## config.mk

```make
export PLATFORM = sky130hd
export DESIGN_NAME = cyrillic_utf8_transliterator
export DESIGN_NICKNAME = d
export VERILOG_FILES = /design/src/rtl/cut_pkg.sv /design/src/rtl/cyrillic_utf8_transliterator.sv /design/src/rtl/cut_front.sv /design/src/rtl/cut_queue.sv /design/src/rtl/cut_back.sv
export SDC_FILE = /design/constraint.sdc
export NUM_CORES = 1
export LEC_CHECK = 0
export BUFFER_PORTS_ARGS = -buffer_cell sky130_fd_sc_hd__buf_2
export CAP_MARGIN = 10
export CORE_MARGIN = 4
export CORE_UTILIZATION = 27
export DETAILED_ROUTE_END_ITERATION = 7
export GPL_TIMING_DRIVEN = 0
export RECOVER_POWER = 25
export SLEW_MARGIN = 20
export SYNTH_ARGS = -nofsm -noshare
export SYNTH_HDL_FRONTEND = slang
export SYNTH_SLANG_ARGS = --single-unit
```

## constraint.sdc

```tcl
create_clock -name clk -period 4 [get_ports clk]
set_input_delay 0.2 -clock clk [delete_from_list [all_inputs] [get_ports clk]]
set_output_delay 0.2 -clock clk [all_outputs]
set_load 0.01 [all_outputs]
```

## src/rtl/cut_pkg.sv

```systemverilog
package cut_pkg;

    localparam logic [7:0] LEAD_D0 = 8'hD0;
    localparam logic [7:0] LEAD_D1 = 8'hD1;
    localparam logic [7:0] TERM    = 8'h00;

    // letter positions of the uppercase hard and soft signs (emit nothing)
    localparam logic [5:0] IDX_HARD = 6'd27;
    localparam logic [5:0] IDX_SOFT = 6'd29;
    localparam logic [5:0] IDX_JO   = 6'd6;

    // text[0] is sent first
    typedef struct packed {
        logic [0:3][7:0] text;
        logic [2:0]      len;
    } spell_t;

    typedef struct packed {
        logic [0:3][7:0] text;
        logic [2:0]      len;   // 1..4 beats
        logic            eot;   // last beat is the terminator
    } run_t;

    function automatic spell_t letter_spell(input logic [5:0] idx);
        spell_t r;
        r = '{text: 32'h0, len: 3'd1};
        case (idx)
            6'd0:  r = '{text: {"a", 24'h0},    len: 3'd1};
            6'd1:  r = '{text: {"b", 24'h0},    len: 3'd1};
            6'd2:  r = '{text: {"v", 24'h0},    len: 3'd1};
            6'd3:  r = '{text: {"g", 24'h0},    len: 3'd1};
            6'd4:  r = '{text: {"d", 24'h0},    len: 3'd1};
            6'd5:  r = '{text: {"e", 24'h0},    len: 3'd1};
            6'd6:  r = '{text: {"jo", 16'h0},   len: 3'd2};
            6'd7:  r = '{text: {"zh", 16'h0},   len: 3'd2};
            6'd8:  r = '{text: {"z", 24'h0},    len: 3'd1};
            6'd9:  r = '{text: {"i", 24'h0},    len: 3'd1};
            6'd10: r = '{text: {"j", 24'h0},    len: 3'd1};
            6'd11: r = '{text: {"k", 24'h0},    len: 3'd1};
            6'd12: r = '{text: {"l", 24'h0},    len: 3'd1};
            6'd13: r = '{text: {"m", 24'h0},    len: 3'd1};
            6'd14: r = '{text: {"n", 24'h0},    len: 3'd1};
            6'd15: r = '{text: {"o", 24'h0},    len: 3'd1};
            6'd16: r = '{text: {"p", 24'h0},    len: 3'd1};
            6'd17: r = '{text: {"r", 24'h0},    len: 3'd1};
            6'd18: r = '{text: {"s", 24'h0},    len: 3'd1};
            6'd19: r = '{text: {"t", 24'h0},    len: 3'd1};
            6'd20: r = '{text: {"u", 24'h0},    len: 3'd1};
            6'd21: r = '{text: {"f", 24'h0},    len: 3'd1};
            6'd22: r = '{text: {"kh", 16'h0},   len: 3'd2};
            6'd23: r = '{text: {"ts", 16'h0},   len: 3'd2};
            6'd24: r = '{text: {"ch", 16'h0},   len: 3'd2};
            6'd25: r = '{text: {"sh", 16'h0},   len: 3'd2};
            6'd26: r = '{text: "shch",          len: 3'd4};
            6'd27: r = '{text: {8'h22, 24'h0},  len: 3'd1};
            6'd28: r = '{text: {"y", 24'h0},    len: 3'd1};
            6'd29: r = '{text: {8'h27, 24'h0},  len: 3'd1};
            6'd30: r = '{text: {"eh", 16'h0},   len: 3'd2};
            6'd31: r = '{text: {"ju", 16'h0},   len: 3'd2};
            6'd32: r = '{text: {"ja", 16'h0},   len: 3'd2};
            default: r = '{text: 32'h0, len: 3'd1};
        endcase
        return r;
    endfunction

endpackage

```

## src/rtl/cyrillic_utf8_transliterator.sv

```systemverilog
// Path: the run for an accepted byte is written into the run queue, and its beats are
// then loaded one by one into the back end's output register.
// Input: one byte a cycle while the run queue has room (QUEUE_DEPTH runs).
// Output: one beat a cycle from the back end while out_stall is low; a letter gives up to four beats,
// so a two-byte letter gives up to two output beats per input byte.
// Reset (rst_n low, async): held lead cleared, queue emptied, out_valid low.
module cyrillic_utf8_transliterator
#(
    parameter int QUEUE_DEPTH = 2
)
(
    input  logic       clk,
    input  logic       rst_n,
    input  logic       in_valid,
    output logic       in_stall,
    input  logic [7:0] in_byte,
    output logic       out_valid,
    input  logic       out_stall,
    output logic [7:0] out_byte,
    output logic       last_of_run,
    output logic       end_of_text
);
    import cut_pkg::*;

    logic push, pop, q_full, q_not_empty;
    run_t wr_run, head;

    assign in_stall = q_full;

    cut_front u_front
    (
        .clk      (clk),
        .rst_n    (rst_n),
        .in_valid (in_valid),
        .in_byte  (in_byte),
        .q_full   (q_full),
        .push     (push),
        .run      (wr_run)
    );

    cut_queue #(.DEPTH(QUEUE_DEPTH)) u_queue
    (
        .clk       (clk),
        .rst_n     (rst_n),
        .push      (push),
        .wr_run    (wr_run),
        .pop       (pop),
        .head      (head),
        .not_empty (q_not_empty),
        .full      (q_full)
    );

    cut_back u_back
    (
        .clk         (clk),
        .rst_n       (rst_n),
        .head        (head),
        .head_valid  (q_not_empty),
        .pop         (pop),
        .out_stall   (out_stall),
        .out_valid   (out_valid),
        .out_byte    (out_byte),
        .last_of_run (last_of_run),
        .end_of_text (end_of_text)
    );

endmodule

```

## src/rtl/cut_front.sv

```systemverilog
module cut_front
(
    input  logic            clk,
    input  logic            rst_n,
    input  logic            in_valid,
    input  logic [7:0]      in_byte,
    input  logic            q_full,
    output logic            push,
    output cut_pkg::run_t   run
);
    import cut_pkg::*;

    logic       pending_reg, pending_next;
    logic       page_reg, page_next;
    logic       accept;
    logic       has_run;
    logic [7:0] lead;
    logic       hit, upper;
    logic [4:0] p;
    logic [5:0] idx;
    spell_t     sp;

    assign accept = in_valid && !q_full;
    assign lead   = page_reg ? LEAD_D1 : LEAD_D0;

    // pair lookup: second byte against the held lead's page
    always_comb
    begin
        hit   = 1'b0;
        upper = 1'b0;
        p     = 5'd0;
        idx   = 6'd0;
        if (!page_reg)
        begin
            if (in_byte == 8'h81)
            begin
                hit   = 1'b1;
                upper = 1'b1;
                idx   = IDX_JO;
            end
            else if (in_byte inside {[8'h90:8'hAF]})
            begin
                hit   = 1'b1;
                upper = 1'b1;
                p     = 5'(in_byte - 8'h90);
            end
            else if (in_byte inside {[8'hB0:8'hBF]})
            begin
                hit = 1'b1;
                p   = 5'(in_byte - 8'hB0);
            end
        end
        else
        begin
            if (in_byte == 8'h91)
            begin
                hit = 1'b1;
                idx = IDX_JO;
            end
            else if (in_byte inside {[8'h80:8'h8F]})
            begin
                hit = 1'b1;
                p   = 5'(in_byte - 8'h70);
            end
        end
        // jo sits between e and zh
        if (hit && idx != IDX_JO)
            idx = (p < 5'd6) ? {1'b0, p} : 6'({1'b0, p} + 6'd1);
    end

    assign sp = letter_spell(idx);

    always_comb
    begin
        pending_next = pending_reg;
        page_next    = page_reg;
        has_run      = 1'b0;
        run          = '{text: 32'h0, len: 3'd1, eot: 1'b0};
        if (in_byte == TERM)
        begin
            has_run      = 1'b1;
            pending_next = 1'b0;
            page_next    = 1'b0;
            if (pending_reg)
                run = '{text: {lead, TERM, 16'h0}, len: 3'd2, eot: 1'b1};
            else
                run = '{text: {TERM, 24'h0}, len: 3'd1, eot: 1'b1};
        end
        else if (pending_reg)
        begin
            pending_next = 1'b0;
            page_next    = 1'b0;
            if (!hit)
            begin
                has_run = 1'b1;
                run     = '{text: {lead, in_byte, 16'h0}, len: 3'd2, eot: 1'b0};
            end
            else if (!(upper && (idx == IDX_HARD || idx == IDX_SOFT)))
            begin
                has_run  = 1'b1;
                run.text = sp.text;
                run.len  = sp.len;
                if (upper)
                    run.text[0] = sp.text[0] ^ 8'h20;
            end
        end
        else if (in_byte == LEAD_D0 || in_byte == LEAD_D1)
        begin
            pending_next = 1'b1;
            page_next    = (in_byte == LEAD_D1);
        end
        else
        begin
            has_run = 1'b1;
            run     = '{text: {in_byte, 24'h0}, len: 3'd1, eot: 1'b0};
        end
    end

    assign push = accept && has_run;

    always_ff @(posedge clk or negedge rst_n)
    begin
        if (!rst_n)
        begin
            pending_reg <= 1'b0;
            page_reg    <= 1'b0;
        end
        else if (accept)
        begin
            pending_reg <= pending_next;
            page_reg    <= page_next;
        end
    end

endmodule

```

## src/rtl/cut_queue.sv

```systemverilog
module cut_queue
#(
    parameter int DEPTH = 2
)
(
    input  logic            clk,
    input  logic            rst_n,
    input  logic            push,
    input  cut_pkg::run_t   wr_run,
    input  logic            pop,
    output cut_pkg::run_t   head,
    output logic            not_empty,
    output logic            full
);
    import cut_pkg::*;

    localparam int PW = $clog2(DEPTH);
    localparam int CW = $clog2(DEPTH + 1);

    run_t          mem_reg [DEPTH];
    logic [PW-1:0] wr_ptr_reg, wr_ptr_next;
    logic [PW-1:0] rd_ptr_reg, rd_ptr_next;
    logic [CW-1:0] cnt_reg, cnt_next;

    assign head      = mem_reg[rd_ptr_reg];
    assign not_empty = (cnt_reg != '0);
    assign full      = (cnt_reg == CW'(DEPTH));

    always_comb
    begin
        wr_ptr_next = wr_ptr_reg;
        rd_ptr_next = rd_ptr_reg;
        cnt_next    = cnt_reg;
        if (push)
            wr_ptr_next = (wr_ptr_reg == PW'(DEPTH - 1)) ? '0 : wr_ptr_reg + 1'b1;
        if (pop)
            rd_ptr_next = (rd_ptr_reg == PW'(DEPTH - 1)) ? '0 : rd_ptr_reg + 1'b1;
        if (push && !pop)
            cnt_next = cnt_reg + 1'b1;
        else if (pop && !push)
            cnt_next = cnt_reg - 1'b1;
    end

    always_ff @(posedge clk or negedge rst_n)
    begin
        if (!rst_n)
        begin
            wr_ptr_reg <= '0;
            rd_ptr_reg <= '0;
            cnt_reg    <= '0;
        end
        else
        begin
            wr_ptr_reg <= wr_ptr_next;
            rd_ptr_reg <= rd_ptr_next;
            cnt_reg    <= cnt_next;
        end
    end

    always_ff @(posedge clk)
    begin
        if (push)
            mem_reg[wr_ptr_reg] <= wr_run;
    end

endmodule

```

## src/rtl/cut_back.sv

```systemverilog
module cut_back
(
    input  logic            clk,
    input  logic            rst_n,
    input  cut_pkg::run_t   head,
    input  logic            head_valid,
    output logic            pop,
    input  logic            out_stall,
    output logic            out_valid,
    output logic [7:0]      out_byte,
    output logic            last_of_run,
    output logic            end_of_text
);
    import cut_pkg::*;

    logic [1:0] pos_reg, pos_next;
    logic       valid_reg, valid_next;
    logic [7:0] byte_reg;
    logic       last_reg, eot_reg;
    logic       load;
    logic       is_last;

    assign load    = head_valid && (!valid_reg || !out_stall);
    assign is_last = ({1'b0, pos_reg} == 3'(head.len - 3'd1));
    assign pop     = load && is_last;

    always_comb
    begin
        pos_next   = pos_reg;
        valid_next = valid_reg;
        if (load)
        begin
            valid_next = 1'b1;
            pos_next   = is_last ? 2'd0 : pos_reg + 2'd1;
        end
        else if (!out_stall)
            valid_next = 1'b0;
    end

    always_ff @(posedge clk or negedge rst_n)
    begin
        if (!rst_n)
        begin
            pos_reg   <= 2'd0;
            valid_reg <= 1'b0;
        end
        else
        begin
            pos_reg   <= pos_next;
            valid_reg <= valid_next;
        end
    end

    always_ff @(posedge clk)
    begin
        if (load)
        begin
            byte_reg <= head.text[pos_reg];
            last_reg <= is_last;
            eot_reg  <= is_last && head.eot;
        end
    end

    assign out_valid   = valid_reg;
    assign out_byte    = byte_reg;
    assign last_of_run = last_reg;
    assign end_of_text = eot_reg;

endmodule

```

==> flow_summary.json, run 1 <==
{
  "status": "finished clean",
  "gp_congestion": 0.8817,
  "async_flop_share": 0.1525,
  "synthXorXnorAreaFrac": 0.03561,
  "whs_path_depth": 3,
  "vias": 2943,
  "power.share.switching": 0.2247,
  "synth_top_flop_cell": "edfxtp_1",
  "grt_overflow": 0,
  "fin_crit_ns": 3.806,
  "slowest_stage": "nor4_1",
  "synth_edf_count": 50,
  "register_area_um2": 1727,
  "largest_reg_flops": 40,
  "layout-drive-gt1-share": 0.1938,
  "multi_input_comb_area_um2": 1873,
  "clk_path_buf_depth": 2,
  "ys_top_cells_by_area": "edfxtp_1 (41%), dfrtp_1 (6.1%), mux4_2 (4.9%)",
  "yosysMostFrequentCell": "edfxtp_1",
  "worst_skew_pair.late_latency_ns": 0.33,
  "powerDensity_nw_per_um2": 375.3,
  "final-hold-violation-count": 0,
  "fillers": 1357,
  "path_clk_slew_ns": 0.05,
  "synth_fa_ha_area_frac": 0.04069,
  "avgSynthCellArea_um2": 10.92,
  "min_path_type": "in -> reg",
  "dr.pass1.iters": 5,
  "yosys-top-cells-count": "edfxtp_1 (50), nand2_1 (36), inv_1 (17)",
  "drt-vias-per-instance": 5.227,
  "synth_top_family_by_area": "compound AO/OA/AOI/OAI gates",
  "cp.required_ns": 4.25,
  "grt_pass1_wl_um": 15240,
  "n_antenna_cell": 0,
  "ant_nets": 0,
  "clock-root-buffer": "clkbuf_16",
  "ir_worst_vdd_uv": 289.0,
  "wire_per_inst_um": 16.37,
  "port_buffers": 22,
  "start_util": 0.2775,
  "muxShareOfSynthArea": 0.07664,
  "rows": 42,
  "synth_fp_nets": 362,
  "cts_tree": "yes",
  "die_h_um": 124.9,
  "nNetsFinal": 406,
  "cts_buffers": 9,
  "grt_pass1_vias": 2831,
  "crit_arrival_ns": 4.05,
  "area_growth_pct": 21.57,
  "p_total_w": 0.001683,
  "synth_cell_types": 68,
  "worst-path-max-fanout": 10,
  "p_clk_frac": 0.467,
  "yosysSeqAreaShare": 0.4680,
  "finalWorstSetupSlack_ns": 0.1940,
  "grt_usage": 0.1198,
  "cp_common_cell": "ha_1",
  "ys_seq_elements": 59,
  "fin_area_um2": 4486,
  "synth_simple_gate_area_frac": 0.1567,
  "p_int_w": 0.001305,
  "power_switching_w": 0.0003783,
  "die-area_um2": 15600,
  "period_share": 0.9515,
  "r2r_cells": 16,
  "pwr-share-seq": 0.424,
  "cts-htree-levels": 3,
  "synth_top_area_frac": 0.4069,
  "dp_slack_ns": -1.047,
  "syn_area_um2": 3690,
  "antenna_found_initial": 0,
  "setup_viol_count_final": 0,
  "cp-end-kind": "flip-flop",
  "boundaryPins": 24,
  "max_stage_delay_ns": 0.38,
  "max_freq_mhz": 262.7,
  "dr.first_iter.drc_count": 200,
  "leakage_nw": 1.565,
  "netlist_instances": 338,
  "yosys_warnings": 0,
  "hpwl_um": 6650,
  "worst_slew_pin_slew_ns": 1.157,
  "yosysTopAreaCell": "edfxtp_1",
  "slew_violations": 0,
  "grt_max_degree": 21,
  "maxCapViolations": 0,
  "comb_power_share": 0.109,
  "wirelength_um": 9216,
  "cts_num_sinks": 59,
  "synth_compound_area_frac": 0.1760,
  "worstSetupPathType": "reg -> reg",
  "crit_chain": "buf_2 -> clkbuf_4 -> o21a_1 -> nor3_4 -> and2_1 -> ha_1 -> inv_1 -> nor4_1 -> a32o_2 -> mux2i_2 -> and2_4 -> a211oi_4 -> ha_1 -> xor2_1 -> nor2_1 -> xnor2_1",
  "coreArea_um2": 13300,
  "finClkSkew_ns": 0.006117,
  "remaining_drc_errors": 0,
  "placed_area_um2": 4023,
  "regToRegSetupSlack_ns": 0.19,
  "die_w_um": 124.9,
  "start_kind": "flip-flop",
  "slew_headroom": 0.2286,
  "final_util": 0.3374
}
-- layout by cell type, fill, tap and decap left out, types with 3 or more instances in the layout --
master	Yosys	routed
and2_1	9	8
buf_6	3	3
and2_4	3	4
clkbuf_1	7	22
buf_4	0	8
nand3_1	8	8
o21ai_0	15	15
nor4_1	8	7
inv_1	17	17
nand2_1	36	36
a211o_1	3	3
nor3_1	5	3
dfrtp_1	9	9
edfxtp_1	50	50
mux4_2	8	8
buf_2	8	15
a211oi_1	8	8
and3_1	6	6
a221o_1	3	3
o211ai_1	4	4
mux2i_1	8	7
nor2_1	15	15
clkbuf_16	0	9
xor2_1	6	6
a21oi_1	14	14
clkinv_1	0	3
ha_1	12	11
xnor2_1	9	9
o22ai_1	4	4
o31ai_1	5	4
-- final timing paths --
kind | to | from
setup reg to reg | u_queue.cnt_reg[1] | u_front.page_reg
hold reg to reg | u_back.out_valid | u_queue.cnt_reg[1]
hold / removal | u_back.out_valid | out_stall
max in group asynchronous | u_front.pending_reg | rst_n
min in group asynchronous | u_back.out_valid | rst_n
setup / recovery | u_queue.cnt_reg[1] | u_front.page_reg
-- power groups by stage --
stage | Clock [W] | Combinational [W] | Sequential [W]
floorplan | 0 | 0.000113 | 0.000733
global placement | 0 | 0.000182 | 0.000723
detailed placement | 0 | 0.000185 | 0.000723
CTS | 0.000801 | 0.000186 | 0.000713
global route | 0.000830 | 0.000207 | 0.000716
finish | 0.000786 | 0.000183 | 0.000714
-- worst max-delay path, delay by kind of cell, from the launching register on --
kind	cells	cell delay (ns)
DFF	1	0.34
muxes	1	0.34
and+or+nand+nor	5	1.19
AOI/OAI and AO/OA	3	0.61
xor gates and xnor gates	2	0.27
buffers and inverters	3	0.46
adders and majority gates	2	0.51
-- metal layers --
layer  wire [um]  share of wire  GRT usage  vias up
li1            -              -          -     1390
met1        4062           0.44     0.1576     1433
met2        4586           0.50     0.1988      104
met3         380          0.041    0.01587       16
met4         186          0.020    0.05038        0
met5           0              0          0        -
-- timing repair --
item                                   4_1_cts  5_1_grt
gates cloned                                 1        0
gates resized for setup                     10        6
setup endpoints to repair                   69       60
hold buffers                                 1        0
pin swaps                                    0        3
setup buffers                                4        5
endpoints found under the hold margin        9        0
-- logic make-up after synthesis --
kind of cell    Yosys count
flops                    59
buf+inv                  37
fa+ha+maj                12
simple gates            109
mux                      18
xor+xnor                 15
compound gates           88
-- through the flow --
step	hold slack [ns]	setup TNS [ns]	std cells
final	0.09659	0	563
after global routing	0.1161	-0.004309	563
after CTS	0.09238	0	558
after detailed placement	0.07390	-45.01	536
after global placement	0.06215	-46.60	536
after floorplan	-0.09559	0	338
-- area by class of cell --
cell class | count | share of cell area
clock buffers | 10 | 0.05105
repair buffers | 32 | 0.04073
flip-flops and latches | 59 | 0.3849
plain buffers | 19 | 0.02371
inverters | 18 | 0.01506
clock inverters | 6 | 0.01785
multi-input cells | 243 | 0.4176
well taps | 176 | 0.04909
Note: power is estimated with default switching activity, not from simulation.
==> inputs of run 2 (changes only) <==
==> constraint.sdc (replaced) <==
create_clock -name clk -period 4 [get_ports clk]
set_input_delay 0.6 -clock clk [delete_from_list [all_inputs] [get_ports clk]]
set_output_delay 0.6 -clock clk [all_outputs]
set_load 0.01 [all_outputs]
==> run 2 against run 1 <==
Net effect: power is 0.37% lower; maximum frequency decreased by 2.6%; via count increased by 0.20%; clock power fell by 0.6%; sequential power is essentially flat; count of clock-buffer cells in the layout unchanged; critical path depth is the same; sequential share of layout area decreased by 0.25 points; combinational power is essentially flat; critical endpoint unchanged.
==> flow_summary.json, run 2 (synthesis gave the netlist of run 1 again) <==
{
  "rsz0062_at_grt": "true",
  "cts-htree-levels": 3,
  "cts_tree": "yes",
  "grt_pass1_wl_um": 14750,
  "placed_cells": 536,
  "register_area_um2": 1727,
  "grt_max_degree": 21,
  "max_stage_delay_ns": 0.58,
  "ant_nets": 0,
  "grt_pass1_vias": 2713,
  "port_buffers": 22,
  "mostFrequentLayoutCell": "edfxtp_1",
  "cp-end-kind": "flip-flop",
  "die-area_um2": 15600,
  "worst_skew_pair.late_latency_ns": 0.32,
  "worst_slew_pin_slew_ns": 1.132,
  "multi_input_comb_area_um2": 1894,
  "nNetsFinal": 408,
  "worstSetupPathType": "in -> reg",
  "path_clk_slew_ns": 0.05,
  "crit_chain": "buf_2 -> or4b_4 -> or4_1 -> buf_2 -> and2_4 -> buf_6 -> inv_1 -> ha_2 -> nand2_1 -> mux2i_2 -> and2_4 -> a211oi_4 -> buf_4 -> ha_1 -> nor2_1 -> xnor2_1",
  "slowest_stage": "or4b_4",
  "area_growth_pct": 22.35,
  "whs_ns": 0.2288,
  "layout-drive-gt1-share": 0.2108,
  "ir_worst_vdd_uv": 335.1,
  "clock-root-buffer": "clkbuf_16",
  "drt-vias-per-instance": 5.219,
  "final_cell_count_no_fill": 565,
  "die_h_um": 124.9,
  "coreArea_um2": 13300,
  "min_path_type": "in -> async",
  "remaining_drc_errors": 0,
  "cp_num_buf_inv": 5,
  "clk_path_buf_depth": 2,
  "slew_headroom": 0.2455,
  "rows": 42,
  "dr.pass1.iters": 6,
  "start_util": 0.2775,
  "final-hold-violation-count": 0,
  "grt_overflow": 0,
  "setup_viol_count_final": 0,
  "slew_violations": 0,
  "cts_num_sinks": 59,
  "n_antenna_cell": 0,
  "finClkSkew_ns": 0.004762,
  "powerDensity_nw_per_um2": 371.5,
  "mostFrequentLayoutCells": "edfxtp_1 (50), nand2_1 (36), clkbuf_1 (20), buf_2 (17), inv_1 (17)",
  "crit_arrival_ns": 4.14,
  "start_kind": "input port",
  "fin_crit_ns": 3.907,
  "max_freq_mhz": 256.0,
  "boundaryPins": 24,
  "vias": 2949,
  "hpwl_um": 6550,
  "leakage_nw": 1.579,
  "cts_buffers": 9,
  "largest_reg_flops": 40,
  "wirelength_um": 9331,
  "period_share": 0.9766,
  "gp_congestion": 0.8933,
  "maxCapViolations": 0,
  "status": "finished clean",
  "antenna_found_initial": 0,
  "die_w_um": 124.9,
  "dr.first_iter.drc_count": 236,
  "cp.required_ns": 4.24,
  "path_delay_family": "simple AND/OR/NAND/NOR gates",
  "grt_usage": 0.1157,
  "wire_per_inst_um": 16.52,
  "worst-path-max-fanout": 9,
  "fillers": 1326
}
==> run 2: cell count changes in the layout (fill, tap and decap cells not counted), sizes merged <==
cell / previous run / this run
clkinv: 4 / 3
clkbuf: 32 / 30
dlygate4sd3: 1 / 0
buf: 28 / 32
clkinvlp: 0 / 1
and2: 12 / 13
==> run 2: worst register-to-register path: stages, from the launching register on <==
cell and delay (ns):
dfrtp_1 0.36, buf_2 0.17, clkbuf_4 0.20, o21a_1 0.17, nor3_4 0.26, and2_1 0.19, ha_1 0.23, inv_1 0.11
nor4_2 0.34, a32o_2 0.34, mux2i_2 0.36, and2_4 0.24, a211oi_4 0.06, buf_4 0.20, ha_1 0.32, nor2_1 0.14
xnor2_1 0.13
==> run 2: where the power goes <==
group          internal (W)  leakage (nW)  total (W)  switching, W
clock network      0.000538         0.148   0.000781      0.000243
logic             0.0000684         0.910   0.000183      0.000115
registers          0.000699         0.521   0.000713     0.0000141
total               0.00131          1.58    0.00168      0.000372
==> run 2: per-layer routing <==
layer,part of all wire,global-route usage,routed length (um),vias to the layer above
met4,0.021,0.04018,193,0
li1,-,-,-,1393
met2,0.49,0.1912,4612,122
met5,0,0,0,-
met3,0.052,0.02015,484,13
met1,0.43,0.1536,4041,1421
==> run 2: final cells by class <==
cell class | instances | share of cell area
clock buffers | 10 | 0.05072
plain buffers | 19 | 0.02356
multi-input cells | 244 | 0.4196
well taps | 176 | 0.04878
clock inverters | 6 | 0.01774
flip-flops and latches | 59 | 0.3825
repair buffers | 33 | 0.04213
inverters | 18 | 0.01497
==> run 2: path summary, 6_finish.rpt <==
kind	to	depth (start not counted)	startpoint	slack [ns]
setup / recovery	u_queue.cnt_reg[1]	16	in_byte[1]	0.09
hold / removal	u_back.pos_reg[0]	1	rst_n	0.23
setup reg to reg	u_queue.cnt_reg[1]	16	u_front.page_reg	0.10
hold reg to reg	u_back.out_valid	2	u_queue.cnt_reg[1]	0.49
max in group asynchronous	u_queue.cnt_reg[0]	1	rst_n	3.42
min in group clk	u_back.out_valid	2	u_queue.cnt_reg[1]	0.49
==> run 2: metrics by stage <==
| stage | TNS, ns | cell area (um^2) | total power, W | utilization | setup WS [ns] |
|---|---|---|---|---|---|
| CTS | 0 | 4419 | 0.001693 | 0.3324 | 0.001649 |
| global route | -0.04381 | 4514 | 0.001745 | 0.3395 | -0.04381 |
| finish | 0 | 4514 | 0.001677 | 0.3395 | 0.09347 |
| floorplan | 0 | 3699 | 0.0008453 | - | 0.009797 |
| detailed placement | -55.91 | 4029 | 0.0009063 | 0.3030 | -1.042 |
| global placement | -58.94 | 4029 | 0.0009051 | 0.3030 | -1.088 |
==> run 2: repair_timing <==
action,in CTS,in global routing
pin swaps,0,4
gates cloned,1,1
setup buffers,3,8
gates resized for setup,8,12
hold buffers,0,0
setup endpoints to repair,69,60
==> inputs of run 3 (changes only) <==
--- a/config.mk
+++ b/config.mk
@@ -7,6 +7,7 @@
 export LEC_CHECK = 0
 export BUFFER_PORTS_ARGS = -buffer_cell sky130_fd_sc_hd__buf_2
 export CAP_MARGIN = 10
+export CORE_ASPECT_RATIO = 1.5
 export CORE_MARGIN = 4
 export CORE_UTILIZATION = 27
 export DETAILED_ROUTE_END_ITERATION = 7
==> run 3 against run 2 <==
Net effect: hold slack worse by 0.015 ns; clock power shrank 5.1%; maximum frequency grew 1.3%; final area decreased by 1.2%; utilization is 0.83 points lower; worst setup slack better by 0.050 ns; combinational power about the same; sequential power is essentially flat; count of clock-buffer cells in the layout down 1; largest cell class unchanged; highest routed layer unchanged.
==> flow_summary.json, run 3 (synthesis gave the netlist of run 1 again) <==
{
  "status": "finished clean",
  "register_area_um2": 1727,
  "period_share": 0.9642,
  "clock-root-buffer": "clkbuf_16",
  "cp.required_ns": 4.00,
  "antenna_found_initial": 0,
  "worst_skew_pair.late_latency_ns": 0.32,
  "grt_max_degree": 21,
  "nNetsFinal": 402,
  "placed_cells": 522,
  "cts_num_sinks": 59,
  "die_w_um": 103.5,
  "path_delay_family": "simple AND/OR/NAND/NOR gates",
  "port_buffers": 22,
  "max_freq_mhz": 259.3,
  "multi_input_comb_area_um2": 1904,
  "slew_violations": 0,
  "final-hold-violation-count": 0,
  "grt_usage": 0.1363,
  "area_growth_pct": 20.92,
  "max_stage_delay_ns": 0.38,
  "final_util": 0.3313,
  "mostFrequentLayoutCell": "edfxtp_1",
  "crit_chain": "buf_2 -> buf_2 -> o21a_1 -> nor3_4 -> and2_4 -> ha_2 -> o22ai_1 -> and2_4 -> buf_6 -> inv_1 -> ha_2 -> nand2_1 -> mux2i_4 -> and2_4 -> a211oi_4 -> and2_4",
  "ir_worst_vdd_uv": 223.1,
  "rows": 52,
  "cts-htree-levels": 3,
  "die_h_um": 151.2,
  "ant_nets": 0,
  "boundaryPins": 24,
  "cts_buffers": 9,
  "cp_num_buf_inv": 4,
  "worst-path-max-fanout": 20,
  "gp_congestion": 0.9102,
  "wirelength_um": 10010,
  "start_kind": "flip-flop",
  "remaining_drc_errors": 0,
  "dr.first_iter.drc_count": 218,
  "clk_path_buf_depth": 2,
  "wire_per_inst_um": 18.36,
  "min_path_type": "in -> async",
  "fillers": 1369,
  "vias": 2884,
  "rsz0062_at_grt": "true",
  "grt_pass1_vias": 2987,
  "grt_pass1_wl_um": 16040,
  "path_clk_slew_ns": 0.05,
  "final_cell_count_no_fill": 545,
  "slew_headroom": 0.1340,
  "crit_arrival_ns": 3.86,
  "fin_crit_ns": 3.857,
  "grt_overflow": 0,
  "cp_common_cell": "and2_4",
  "coreArea_um2": 13470,
  "finClkSkew_ns": 0.004278,
  "n_antenna_cell": 0,
  "start_util": 0.2740,
  "leakage_nw": 1.536,
  "dr.pass1.iters": 5,
  "powerDensity_nw_per_um2": 367.5,
  "slowest_stage": "and2_4",
  "largest_reg_flops": 40,
  "worst_slew_pin_slew_ns": 1.299,
  "mostFrequentLayoutCells": "edfxtp_1 (50), nand2_1 (36), clkbuf_1 (19), buf_2 (17), inv_1 (17)",
  "layout-drive-gt1-share": 0.2089,
  "worstSetupPathType": "reg -> reg",
  "hpwl_um": 7559,
  "setup_viol_count_final": 0,
  "cp-end-kind": "flip-flop",
  "die-area_um2": 15640,
  "cts_hold_buf": 0,
  "drt-vias-per-instance": 5.292,
  "maxCapViolations": 0,
  "cts_tree": "yes"
}
## run 3: cell type report
type,count,share of cell area
Sequential cell,59,0.3870
Buffer,19,0.02328
Tap cell,162,0.04543
Inverter,18,0.01514
Timing Repair Buffer,28,0.03674
Clock buffer,9,0.05048
Multi-Input combinational cell,243,0.4268
Clock inverter,7,0.01514
## run 3: stage by stage
step / setup TNS (ns) / hold WS [ns] / power, W / setup WS, ns / instance area (um^2)
finish: 0 / 0.2133 / 0.001640 / 0.1431 / 4462
global route: -0.3242 / 0.2501 / 0.001717 / -0.01737 / 4462
CTS: 0 / 0.1153 / 0.001664 / 0.01437 / 4408
detailed placement: -58.57 / 0.4672 / 0.0009120 / -1.058 / 4015
global placement: -56.61 / 0.4644 / 0.0009089 / -1.022 / 4011
floorplan: 0 / 0.3044 / 0.0008453 / 0.009797 / 3699
## run 3: where the power goes
part	switching [W]	internal (W)	leakage (nW)
combinational	0.000118	0.0000678	0.875
clock	0.000263	0.000478	0.139
sequential	0.0000149	0.000698	0.521
## run 3: metal layers
metal	vias up	global-route usage	wire (um)
met2	94	0.2494	5510
met3	35	0.02396	338
met5	-	0	0
li1	1379	-	-
met1	1376	0.1400	3612
met4	0	0.08166	544
## run 3: worst paths after layout
check / to / depth (start not counted) / slack, ns / startpoint
max: u_queue.mem_reg[1][26] / 16 / 0.14 / u_front.page_reg
min in group clk: u_back.out_valid / 2 / 0.47 / u_queue.cnt_reg[1]
max reg2reg: u_queue.mem_reg[1][26] / 16 / 0.14 / u_front.page_reg
max in group asynchronous: u_back.pos_reg[0] / 1 / 3.45 / rst_n
min: u_back.out_valid / 1 / 0.21 / rst_n
min reg2reg: u_back.out_valid / 2 / 0.47 / u_queue.cnt_reg[1]
## run 3: what timing repair did
item                       in CTS  in global routing
setup endpoints to repair      71                 66
resized for setup              10                 12
buffers inserted                2                  4
pin swaps                       0                  4
hold endpoints to repair        0                  0
gates cloned                    1                  0
